File: src/rtl/spbg_pkg.sv
package spbg_pkg;

   // Sample width as the detector sees it and width of all internal counters.
   localparam int SAMPLE_BITS = 16;
   localparam int COUNT_BITS  = 32;

   // Widths of the external fields.
   localparam int THRESH_BITS = 16;
   localparam int INDEX_BITS  = 32;
   localparam int OUT_BITS    = 32;
   localparam int CSR_IDX_BITS  = 2;
   localparam int CSR_DATA_BITS = 32;

   // Common width for comparing a sample index against the window bounds.
   localparam int WIDE_BITS = (COUNT_BITS > INDEX_BITS) ? COUNT_BITS : INDEX_BITS;
   // Common width for comparing a sample against the threshold.
   localparam int LEVEL_BITS = (SAMPLE_BITS > THRESH_BITS) ? SAMPLE_BITS : THRESH_BITS;

   localparam logic [COUNT_BITS-1:0] COUNT_MAX = {COUNT_BITS{1'b1}};

   // Register reset values: 70 mV in Q10.6, window from index 1 to the largest index.
   localparam logic signed [THRESH_BITS-1:0] THRESH_RESET = THRESH_BITS'(70 * 64);
   localparam logic [INDEX_BITS-1:0] FIRST_RESET = INDEX_BITS'(1);
   localparam logic [INDEX_BITS-1:0] LAST_RESET  = {INDEX_BITS{1'b1}};

   typedef enum logic [CSR_IDX_BITS-1:0] {
      CSR_THRESHOLD   = 2'd0,
      CSR_FIRST_INDEX = 2'd1,
      CSR_LAST_INDEX  = 2'd2,
      CSR_UNUSED      = 2'd3
   } csr_index_type;

   typedef enum logic {
      PEAK_SPIKE  = 1'b0,
      PEAK_MISSED = 1'b1
   } peak_kind_type;

   typedef struct packed {
      logic signed [THRESH_BITS-1:0] threshold;
      logic [INDEX_BITS-1:0]         first_index;
      logic [INDEX_BITS-1:0]         last_index;
   } cfg_type;

   // Verdict of the window compare for the sample in the middle of the window.
   typedef struct packed {
      logic                  spike;
      logic                  missed;
      logic [OUT_BITS-1:0]   index;
   } peak_type;

   typedef struct packed {
      peak_kind_type         peak_kind;
      logic [OUT_BITS-1:0]   peak_index;
      logic [OUT_BITS-1:0]   spike_number;
      logic [OUT_BITS-1:0]   missed_number;
      logic [OUT_BITS-1:0]   group_number;
      logic [OUT_BITS-1:0]   group_spikes;
      logic                  group_closed;
   } result_type;

   function automatic logic [COUNT_BITS-1:0] sat_inc(input logic [COUNT_BITS-1:0] v);
      sat_inc = (v == COUNT_MAX) ? v : v + COUNT_BITS'(1);
   endfunction

endpackage

File: src/rtl/spike_peak_burst_grouper.sv
// Spike peak detector and burst grouper. Each sample transaction on the req_ channel
// (signed Q10.6 millivolts) is compared with the two samples before it, and the middle
// sample is judged: a strict local maximum whose index lies in [first_index, last_index]
// yields one rsp_ transaction, a spike when above the threshold or a missed peak when
// below it; a maximum equal to the threshold yields nothing. Spikes are counted into the
// current group, and a missed peak following a spike closes that group (group_closed)
// and advances the group number. All counters saturate at all ones. The first sample is
// index 0 and is never judged, and the result for the sample at index n appears after
// sample n+1 is taken. Throughput is one sample per clock while req_stall is low: the
// window compare and the counter update finish in the same cycle as the transaction is
// accepted, and the result is registered in a two-entry output queue (output register
// plus skid register) that decouples the sides; req_stall is raised only while both
// entries hold results. Registers are written through the csr_ port, by the user only
// while the block is idle (unenforced); csr_ready is always high; index 3 is ignored.
module spike_peak_burst_grouper (
   input  logic                                  clock,
   input  logic                                  reset,
   // Sample input
   input  logic                                  req_valid,
   output logic                                  req_stall,
   input  logic signed [15:0]                    req_sample,
   // Peak results
   output logic                                  rsp_valid,
   input  logic                                  rsp_stall,
   output logic [0:0]                            rsp_peak_kind,
   output logic [31:0]                           rsp_peak_index,
   output logic [31:0]                           rsp_spike_number,
   output logic [31:0]                           rsp_missed_number,
   output logic [31:0]                           rsp_group_number,
   output logic [31:0]                           rsp_group_spikes,
   output logic [0:0]                            rsp_group_closed,
   // Register writes
   input  logic                                  csr_valid,
   output logic                                  csr_ready,
   input  logic [spbg_pkg::CSR_IDX_BITS-1:0]     csr_index,
   input  logic [spbg_pkg::CSR_DATA_BITS-1:0]    csr_data
);
   import spbg_pkg::*;

   cfg_type    cfg_ff, cfg_in;
   logic       accept;
   logic [SAMPLE_BITS-1:0] sample;
   peak_type   peak;
   logic       res_valid;
   result_type res;
   result_type rsp;

   // Register file. Writes are only expected while no transaction is in flight.
   always_comb begin
      cfg_in = cfg_ff;
      if (csr_valid && csr_ready) begin
         unique case (csr_index_type'(csr_index))
            CSR_THRESHOLD:   cfg_in.threshold   = THRESH_BITS'(csr_data);
            CSR_FIRST_INDEX: cfg_in.first_index = INDEX_BITS'(csr_data);
            CSR_LAST_INDEX:  cfg_in.last_index  = INDEX_BITS'(csr_data);
            CSR_UNUSED:      cfg_in = cfg_ff;
            default:         cfg_in = cfg_ff;
         endcase
      end
   end

   always_ff @(posedge clock) begin
      if (reset) begin
         cfg_ff.threshold   <= THRESH_RESET;
         cfg_ff.first_index <= FIRST_RESET;
         cfg_ff.last_index  <= LAST_RESET;
      end else begin
         cfg_ff <= cfg_in;
      end
   end

   assign csr_ready = 1'b1;

   // A sample is taken whenever the output queue has a free skid entry.
   assign accept = req_valid && !req_stall;
   assign sample = SAMPLE_BITS'($unsigned(req_sample));

   spbg_judge u_judge (
      .clock  (clock),
      .reset  (reset),
      .accept (accept),
      .sample (sample),
      .cfg    (cfg_ff),
      .peak   (peak)
   );

   spbg_tally u_tally (
      .clock     (clock),
      .reset     (reset),
      .accept    (accept),
      .peak      (peak),
      .res_valid (res_valid),
      .res       (res)
   );

   spbg_outq u_outq (
      .clock     (clock),
      .reset     (reset),
      .in_valid  (res_valid),
      .in_data   (res),
      .in_stall  (req_stall),
      .out_valid (rsp_valid),
      .out_data  (rsp),
      .out_stall (rsp_stall)
   );

   assign rsp_peak_kind     = rsp.peak_kind;
   assign rsp_peak_index    = rsp.peak_index;
   assign rsp_spike_number  = rsp.spike_number;
   assign rsp_missed_number = rsp.missed_number;
   assign rsp_group_number  = rsp.group_number;
   assign rsp_group_spikes  = rsp.group_spikes;
   assign rsp_group_closed  = rsp.group_closed;

endmodule

File: src/rtl/spbg_judge.sv
module spbg_judge (
   input  logic                                   clock,
   input  logic                                   reset,
   input  logic                                   accept,
   input  logic [spbg_pkg::SAMPLE_BITS-1:0]       sample,
   input  spbg_pkg::cfg_type                      cfg,
   output spbg_pkg::peak_type                     peak
);
   import spbg_pkg::*;

   logic signed [SAMPLE_BITS-1:0] older_ff, older_in;
   logic signed [SAMPLE_BITS-1:0] middle_ff, middle_in;
   logic [COUNT_BITS-1:0]         count_ff, count_in;

   logic signed [SAMPLE_BITS-1:0] cur;
   logic [COUNT_BITS-1:0]         centre;
   logic [WIDE_BITS-1:0]          centre_w;
   logic                          armed;
   logic                          is_max;
   logic                          in_window;
   logic signed [LEVEL_BITS-1:0]  level;
   logic signed [LEVEL_BITS-1:0]  thresh;

   assign cur       = sample;
   assign centre    = count_ff - COUNT_BITS'(1);
   assign centre_w  = WIDE_BITS'(centre);
   // A window exists once two samples are stored; a saturated count stops judging.
   assign armed     = (count_ff >= COUNT_BITS'(2)) && (count_ff != COUNT_MAX);
   assign is_max    = (middle_ff > older_ff) && (middle_ff > cur);
   assign in_window = (centre_w >= WIDE_BITS'(cfg.first_index)) &&
                      (centre_w <= WIDE_BITS'(cfg.last_index));
   assign level     = LEVEL_BITS'(middle_ff);
   assign thresh    = LEVEL_BITS'(cfg.threshold);

   always_comb begin
      peak.spike  = armed && is_max && in_window && (level > thresh);
      peak.missed = armed && is_max && in_window && (level < thresh);
      peak.index  = OUT_BITS'(centre);
   end

   always_comb begin
      older_in  = older_ff;
      middle_in = middle_ff;
      count_in  = count_ff;
      if (accept) begin
         older_in  = middle_ff;
         middle_in = cur;
         count_in  = sat_inc(count_ff);
      end
   end

   always_ff @(posedge clock) begin
      if (reset) begin
         older_ff  <= '0;
         middle_ff <= '0;
         count_ff  <= '0;
      end else begin
         older_ff  <= older_in;
         middle_ff <= middle_in;
         count_ff  <= count_in;
      end
   end

endmodule

File: src/rtl/spbg_tally.sv
module spbg_tally (
   input  logic                 clock,
   input  logic                 reset,
   input  logic                 accept,
   input  spbg_pkg::peak_type   peak,
   output logic                 res_valid,
   output spbg_pkg::result_type res
);
   import spbg_pkg::*;

   logic [COUNT_BITS-1:0] spike_total_ff, spike_total_in;
   logic [COUNT_BITS-1:0] missed_total_ff, missed_total_in;
   logic [COUNT_BITS-1:0] group_index_ff, group_index_in;
   logic [COUNT_BITS-1:0] group_spikes_ff, group_spikes_in;
   logic                  last_spike_ff, last_spike_in;
   logic [COUNT_BITS-1:0] reported_spikes;
   logic                  closing;

   always_comb begin
      spike_total_in  = spike_total_ff;
      missed_total_in = missed_total_ff;
      group_index_in  = group_index_ff;
      group_spikes_in = group_spikes_ff;
      last_spike_in   = last_spike_ff;
      reported_spikes = group_spikes_ff;
      closing         = 1'b0;
      if (accept && peak.spike) begin
         spike_total_in  = sat_inc(spike_total_ff);
         group_spikes_in = sat_inc(group_spikes_ff);
         reported_spikes = group_spikes_in;
         last_spike_in   = 1'b1;
      end else if (accept && peak.missed) begin
         missed_total_in = sat_inc(missed_total_ff);
         // A missed peak right after a spike ends the current group.
         if (last_spike_ff) begin
            group_index_in  = sat_inc(group_index_ff);
            group_spikes_in = '0;
            closing         = 1'b1;
         end
         last_spike_in = 1'b0;
      end
   end

   always_comb begin
      res_valid         = accept && (peak.spike || peak.missed);
      res.peak_kind     = peak.missed ? PEAK_MISSED : PEAK_SPIKE;
      res.peak_index    = peak.index;
      res.spike_number  = OUT_BITS'(spike_total_in);
      res.missed_number = OUT_BITS'(missed_total_in);
      res.group_number  = OUT_BITS'(group_index_in);
      res.group_spikes  = OUT_BITS'(reported_spikes);
      res.group_closed  = closing;
   end

   always_ff @(posedge clock) begin
      if (reset) begin
         spike_total_ff  <= '0;
         missed_total_ff <= '0;
         group_index_ff  <= '0;
         group_spikes_ff <= '0;
         last_spike_ff   <= 1'b0;
      end else begin
         spike_total_ff  <= spike_total_in;
         missed_total_ff <= missed_total_in;
         group_index_ff  <= group_index_in;
         group_spikes_ff <= group_spikes_in;
         last_spike_ff   <= last_spike_in;
      end
   end

   a_closed_is_missed: assert property (@(posedge clock) disable iff (reset)
      res_valid && res.group_closed |-> res.peak_kind == PEAK_MISSED)
      else $error("group closed by a spike");

   a_close_clears_group: assert property (@(posedge clock) disable iff (reset)
      accept && peak.missed && !peak.spike && last_spike_ff |=> group_spikes_ff == '0)
      else $error("group spike count not cleared on close");

   a_spike_marks_last: assert property (@(posedge clock) disable iff (reset)
      accept && peak.spike |=> last_spike_ff && spike_total_ff != '0)
      else $error("spike not recorded");

endmodule

File: src/rtl/spbg_outq.sv
module spbg_outq (
   input  logic                 clock,
   input  logic                 reset,
   input  logic                 in_valid,
   input  spbg_pkg::result_type in_data,
   output logic                 in_stall,
   output logic                 out_valid,
   output spbg_pkg::result_type out_data,
   input  logic                 out_stall
);
   import spbg_pkg::*;

   logic       out_valid_ff, out_valid_in;
   result_type out_data_ff, out_data_in;
   logic       skid_valid_ff, skid_valid_in;
   result_type skid_data_ff, skid_data_in;
   logic       out_free;

   assign out_free = !out_valid_ff || !out_stall;

   always_comb begin
      out_valid_in  = out_valid_ff;
      out_data_in   = out_data_ff;
      skid_valid_in = skid_valid_ff;
      skid_data_in  = skid_data_ff;
      if (out_free) begin
         if (skid_valid_ff) begin
            out_valid_in  = 1'b1;
            out_data_in   = skid_data_ff;
            skid_valid_in = 1'b0;
         end else begin
            out_valid_in = in_valid;
            out_data_in  = in_data;
         end
      end else if (in_valid) begin
         skid_valid_in = 1'b1;
         skid_data_in  = in_data;
      end
   end

   always_ff @(posedge clock) begin
      if (reset) begin
         out_valid_ff  <= 1'b0;
         skid_valid_ff <= 1'b0;
      end else begin
         out_valid_ff  <= out_valid_in;
         skid_valid_ff <= skid_valid_in;
      end
      out_data_ff  <= out_data_in;
      skid_data_ff <= skid_data_in;
   end

   assign in_stall  = skid_valid_ff;
   assign out_valid = out_valid_ff;
   assign out_data  = out_data_ff;

   a_skid_behind_out: assert property (@(posedge clock) disable iff (reset)
      skid_valid_ff |-> out_valid_ff)
      else $error("skid entry without output entry");

   a_skid_drains: assert property (@(posedge clock) disable iff (reset)
      out_valid_ff && !out_stall && skid_valid_ff |=> out_valid_ff && !skid_valid_ff)
      else $error("skid entry not moved forward");

   a_skid_fills: assert property (@(posedge clock) disable iff (reset)
      out_valid_ff && out_stall && in_valid && !skid_valid_ff |=> skid_valid_ff)
      else $error("result lost while output stalled");

endmodule

File: config.mk
export PLATFORM = sky130hd
export DESIGN_NAME = spike_peak_burst_grouper
export DESIGN_NICKNAME = d
export VERILOG_FILES = /design/src/rtl/spbg_pkg.sv /design/src/rtl/spike_peak_burst_grouper.sv /design/src/rtl/spbg_judge.sv /design/src/rtl/spbg_tally.sv /design/src/rtl/spbg_outq.sv
export SDC_FILE = /design/constraint.sdc
export NUM_CORES = 1
export LEC_CHECK = 0
export ABC_AREA = 1
export BUFFER_PORTS_ARGS = -buffer_cell sky130_fd_sc_hd__clkbuf_2
export CORE_ASPECT_RATIO = 1.4
export CORE_UTILIZATION = 35
export DETAILED_ROUTE_END_ITERATION = 12
export GPL_TIMING_DRIVEN = 0
export PLACE_DENSITY = 0.61
export SLEW_MARGIN = 20
export SYNTH_ARGS = -nofsm -noshare
export SYNTH_HDL_FRONTEND = slang
export SYNTH_SLANG_ARGS = --single-unit
File: constraint.sdc
create_clock -name clock -period 14.95 [get_ports clock]
set_input_delay 0.7475 -clock clock [delete_from_list [all_inputs] [get_ports clock]]
set_output_delay 0.7475 -clock clock [all_outputs]
set_load 0.01 [all_outputs]
==> results.yml <==
outcome:
  status: "completed"
clock_tree:
  cts-root-buf: "clkbuf_16"
  holdBufCountCts: 0
  clkSinkCount: 599
  clkTransAtPathRegs_ns: 0.07
  insertion_delay_ns: 0.66
  h-tree-depth: 2
  clock_path_buffers: 3
  post_cts_buffers: 0
  cts_resized: 0
  cts_inserted_buffers: 60
  cts_tree: "built"
sta:
  setup_slack_ns: 8.220
  fin_worst_hold_slack_ns: 0.3192
  rsz0062_at_grt: "no"
  setup_tns_ns: 0
  hold_violations: 0
  timing.fmax_ghz: 0.1486
  min_period_ns: 6.730
  slew_headroom_pct: 27.55
  fin_crit_sh_pct: 45.01
  finClkSkew_ns: 0.03174
  drv_slew: 0
  worstMarginPinSlew_ns: 1.075
  setup_violations: 0
placement:
  pre_cts_ws_ns: 8.299
  dp_hpwl_mm: 71.76
  numPortBuffers: 217
  placed_area_um2: 33390
  gp_congestion: 0.9555
min_path:
  hold-path-cell-count: 3
  hold_path_class: "in -> reg"
  hold_start: "csr_data[28]"
yosys:
  yosysSeqAreaShare_pct: 49.96
  syn_area_um2: 30490
  post_synth_num_cell_types: 47
  synth.avg_cell_area_um2: 8.125
  synthArstFlopShare_pct: 0
  synth-edff-count: 324
  synth_nets: 3927
  ys.warnings.count: 0
  synthFlopType: "edfxtp_1"
  ys_seq_elements: 599
  syn_inst: 3753
final_layout:
  syn2layout_area_growth_pct: 16.06
  drive_gt1_share_pct: 11.50
  layout.nets: 4219
  final_cell_mix: "nand2_1, edfxtp_1, inv_1, dfxtp_1, a21oi_1"
  layout_commonest_cell: "nand2_1"
  fin_area_um2: 35390
  antennaDiodeCount: 0
grt:
  grt_max_degree: 62
  grt_pass1_vias: 24900
  grt_usage_pct: 20.83
  grt_pass1_wl_mm: 141.8
  antenna_found_initial: 0
  grt.overflow.total: 0
floorplan:
  die-height_um: 351.2
  fp.dieW_um: 251.5
  core-area_um2: 85970
  start_util_pct: 35.47
  io_pins: 220
  rows: 127
  dieArea_um2: 88320
routing:
  dr_total_vias: 26000
  wirelength_mm: 93.45
  dr.pass1.iters: 7
  antenna_left: 0
  wire_per_inst_um: 17.77
  drc_errors: 0
  dr.first_iter.drc_count: 1500
  via_per_inst: 4.944
critical_path:
  timing.rr.start: "u_judge.count_ff[0]$_SDFFE_PP0P_"
  cp.required_ns: 15.30
  arrival_ns: 7.08
  worstPathMaxFanout: 24
  r2r_cells: 26
  endpoint_kind: "flip-flop"
  r2r_setup_slack_ns: 8.22
  startpoint_type: "flip-flop"
  startpoint: "u_judge.count_ff[0]$_SDFFE_PP0P_"
  path_class: "reg -> reg"
pwr:
  leakage_nw: 15.20
  irDropWorstVdd_v: 0.00008871
  p_per_area_nw_per_um2: 104.7
job:
  maxCapViolations: 0
flip-flops by register name (all words and copies together) (netlist names):
signal and cells:
u_outq.out_valid 1, u_judge.level 16, u_judge.older_ff 16, u_judge.count_ff 32, u_outq.in_stall 1, cfg_ff 80, u_tally.group_spikes_ff 32, u_tally.last_spike_ff 1
u_outq.out_data 162, u_tally.spike_total_ff 32, u_tally.group_index_ff 32, u_tally.missed_total_ff 32, u_outq.skid_data_ff 162
critical path, stage by stage (launching register included):
cell	delay (ns)
dfxtp_1	0.41
inv_1	0.25
ha_1	0.24
nand2_1	0.13
nor2_1	0.39
nand2_1	0.18
nor2_1	0.18
nand4_1	0.15
nor3_1	0.30
nand3_1	0.14
xor2_1	0.58
ha_1	0.22
nand2_1	0.07
nor2_1	0.14
nand2_1	0.10
nor4_2	0.41
nand4_1	0.15
nand2_1	0.10
nand2_1	0.17
nor2_8	0.35
nand2_8	0.18
buf_2	0.27
a21oi_4	0.44
buf_16	0.23
buf_16	0.18
buf_16	0.18
buf_16	0.18
layer usage:
metal  routed length, µm  track usage [%]  part of all wire [%]  up-vias
li1                    -                -                     -    13040
met1               37770            23.90                    40    12180
met2               47960            38.50                    51      604
met3                4040            3.056                   4.3      181
met4                3677            8.400                   3.9        0
met5                   0                0                     0        -
cell families after synthesis:
kind of cell | synth area share (%)
other | 0.01230
AOI/OAI and AO/OA | 8.699
xor gates and xnor gates | 3.045
muxes | 0.03283
DFF | 49.96
adders and majority gates | 4.883
buffers and inverters | 6.176
and+or+nand+nor | 27.19
synthesized netlist by cell type, types with 3 or more instances:
library cell / number / share of area [%]
a21oi_1: 262 / 4.3
o21a_1: 8 / 0.20
edfxtp_1: 324 / 32
nand3b_1: 6 / 0.15
nand2_2: 42 / 0.86
or2_2: 29 / 0.59
dfxtp_1: 275 / 18
inv_2: 7 / 0.086
o21ai_2: 4 / 0.11
nand3_1: 119 / 2.0
clkbuf_1: 96 / 1.2
nor3_2: 3 / 0.098
buf_2: 33 / 0.54
nor2_2: 8 / 0.16
nand4_1: 110 / 2.3
buf_4: 10 / 0.25
buf_6: 4 / 0.15
nor4_1: 20 / 0.41
nor2_1: 236 / 2.9
ha_1: 119 / 4.9
buf_1: 14 / 0.17
clkinv_1: 3 / 0.037
o211ai_1: 34 / 0.84
nor3_1: 87 / 1.4
a21o_1: 5 / 0.12
a31oi_1: 21 / 0.43
xnor2_1: 23 / 0.66
nand2_1: 1280 / 16
xor2_1: 83 / 2.4
nor3b_1: 5 / 0.12
inv_1: 304 / 3.7
o21ai_0: 161 / 2.6
metrics by stage:
step                      instances  util [%]  power (mW)
final                          5258     41.17       3.705
after global routing           5258     41.17       3.852
after CTS                      5258     41.17       3.746
after detailed placement       5144     38.84       2.179
after global placement         5131     38.42       2.176
after floorplan                3753         -       2.038
power by group:
part / internal (mW) / total (mW) / switching (mW)
registers: 1.77 / 1.79 / 0.0194
clock network: 0.889 / 1.56 / 0.674
logic: 0.106 / 0.350 / 0.244
path summary, 6_finish.rpt:
kind | endpoint
min | cfg_ff[28]$_SDFFE_PP1P_
min reg2reg | u_judge.older_ff[9]$_SDFFE_PP0P_
max reg2reg | u_outq.skid_data_ff[121]$_DFFE_PP_
max | u_outq.skid_data_ff[121]$_DFFE_PP_
cell type report:
type	count	area, µm²
Tap cell	1161	1453
Fill cell	8737	50580
Inverter	315	1185
Clock inverter	32	327.8
Timing Repair Buffer	230	1420
Sequential cell	599	15230
Multi-Input combinational cell	2682	13390
Buffer	157	700.7
Clock buffer	82	1677
(Power assumes the default switching activity.)
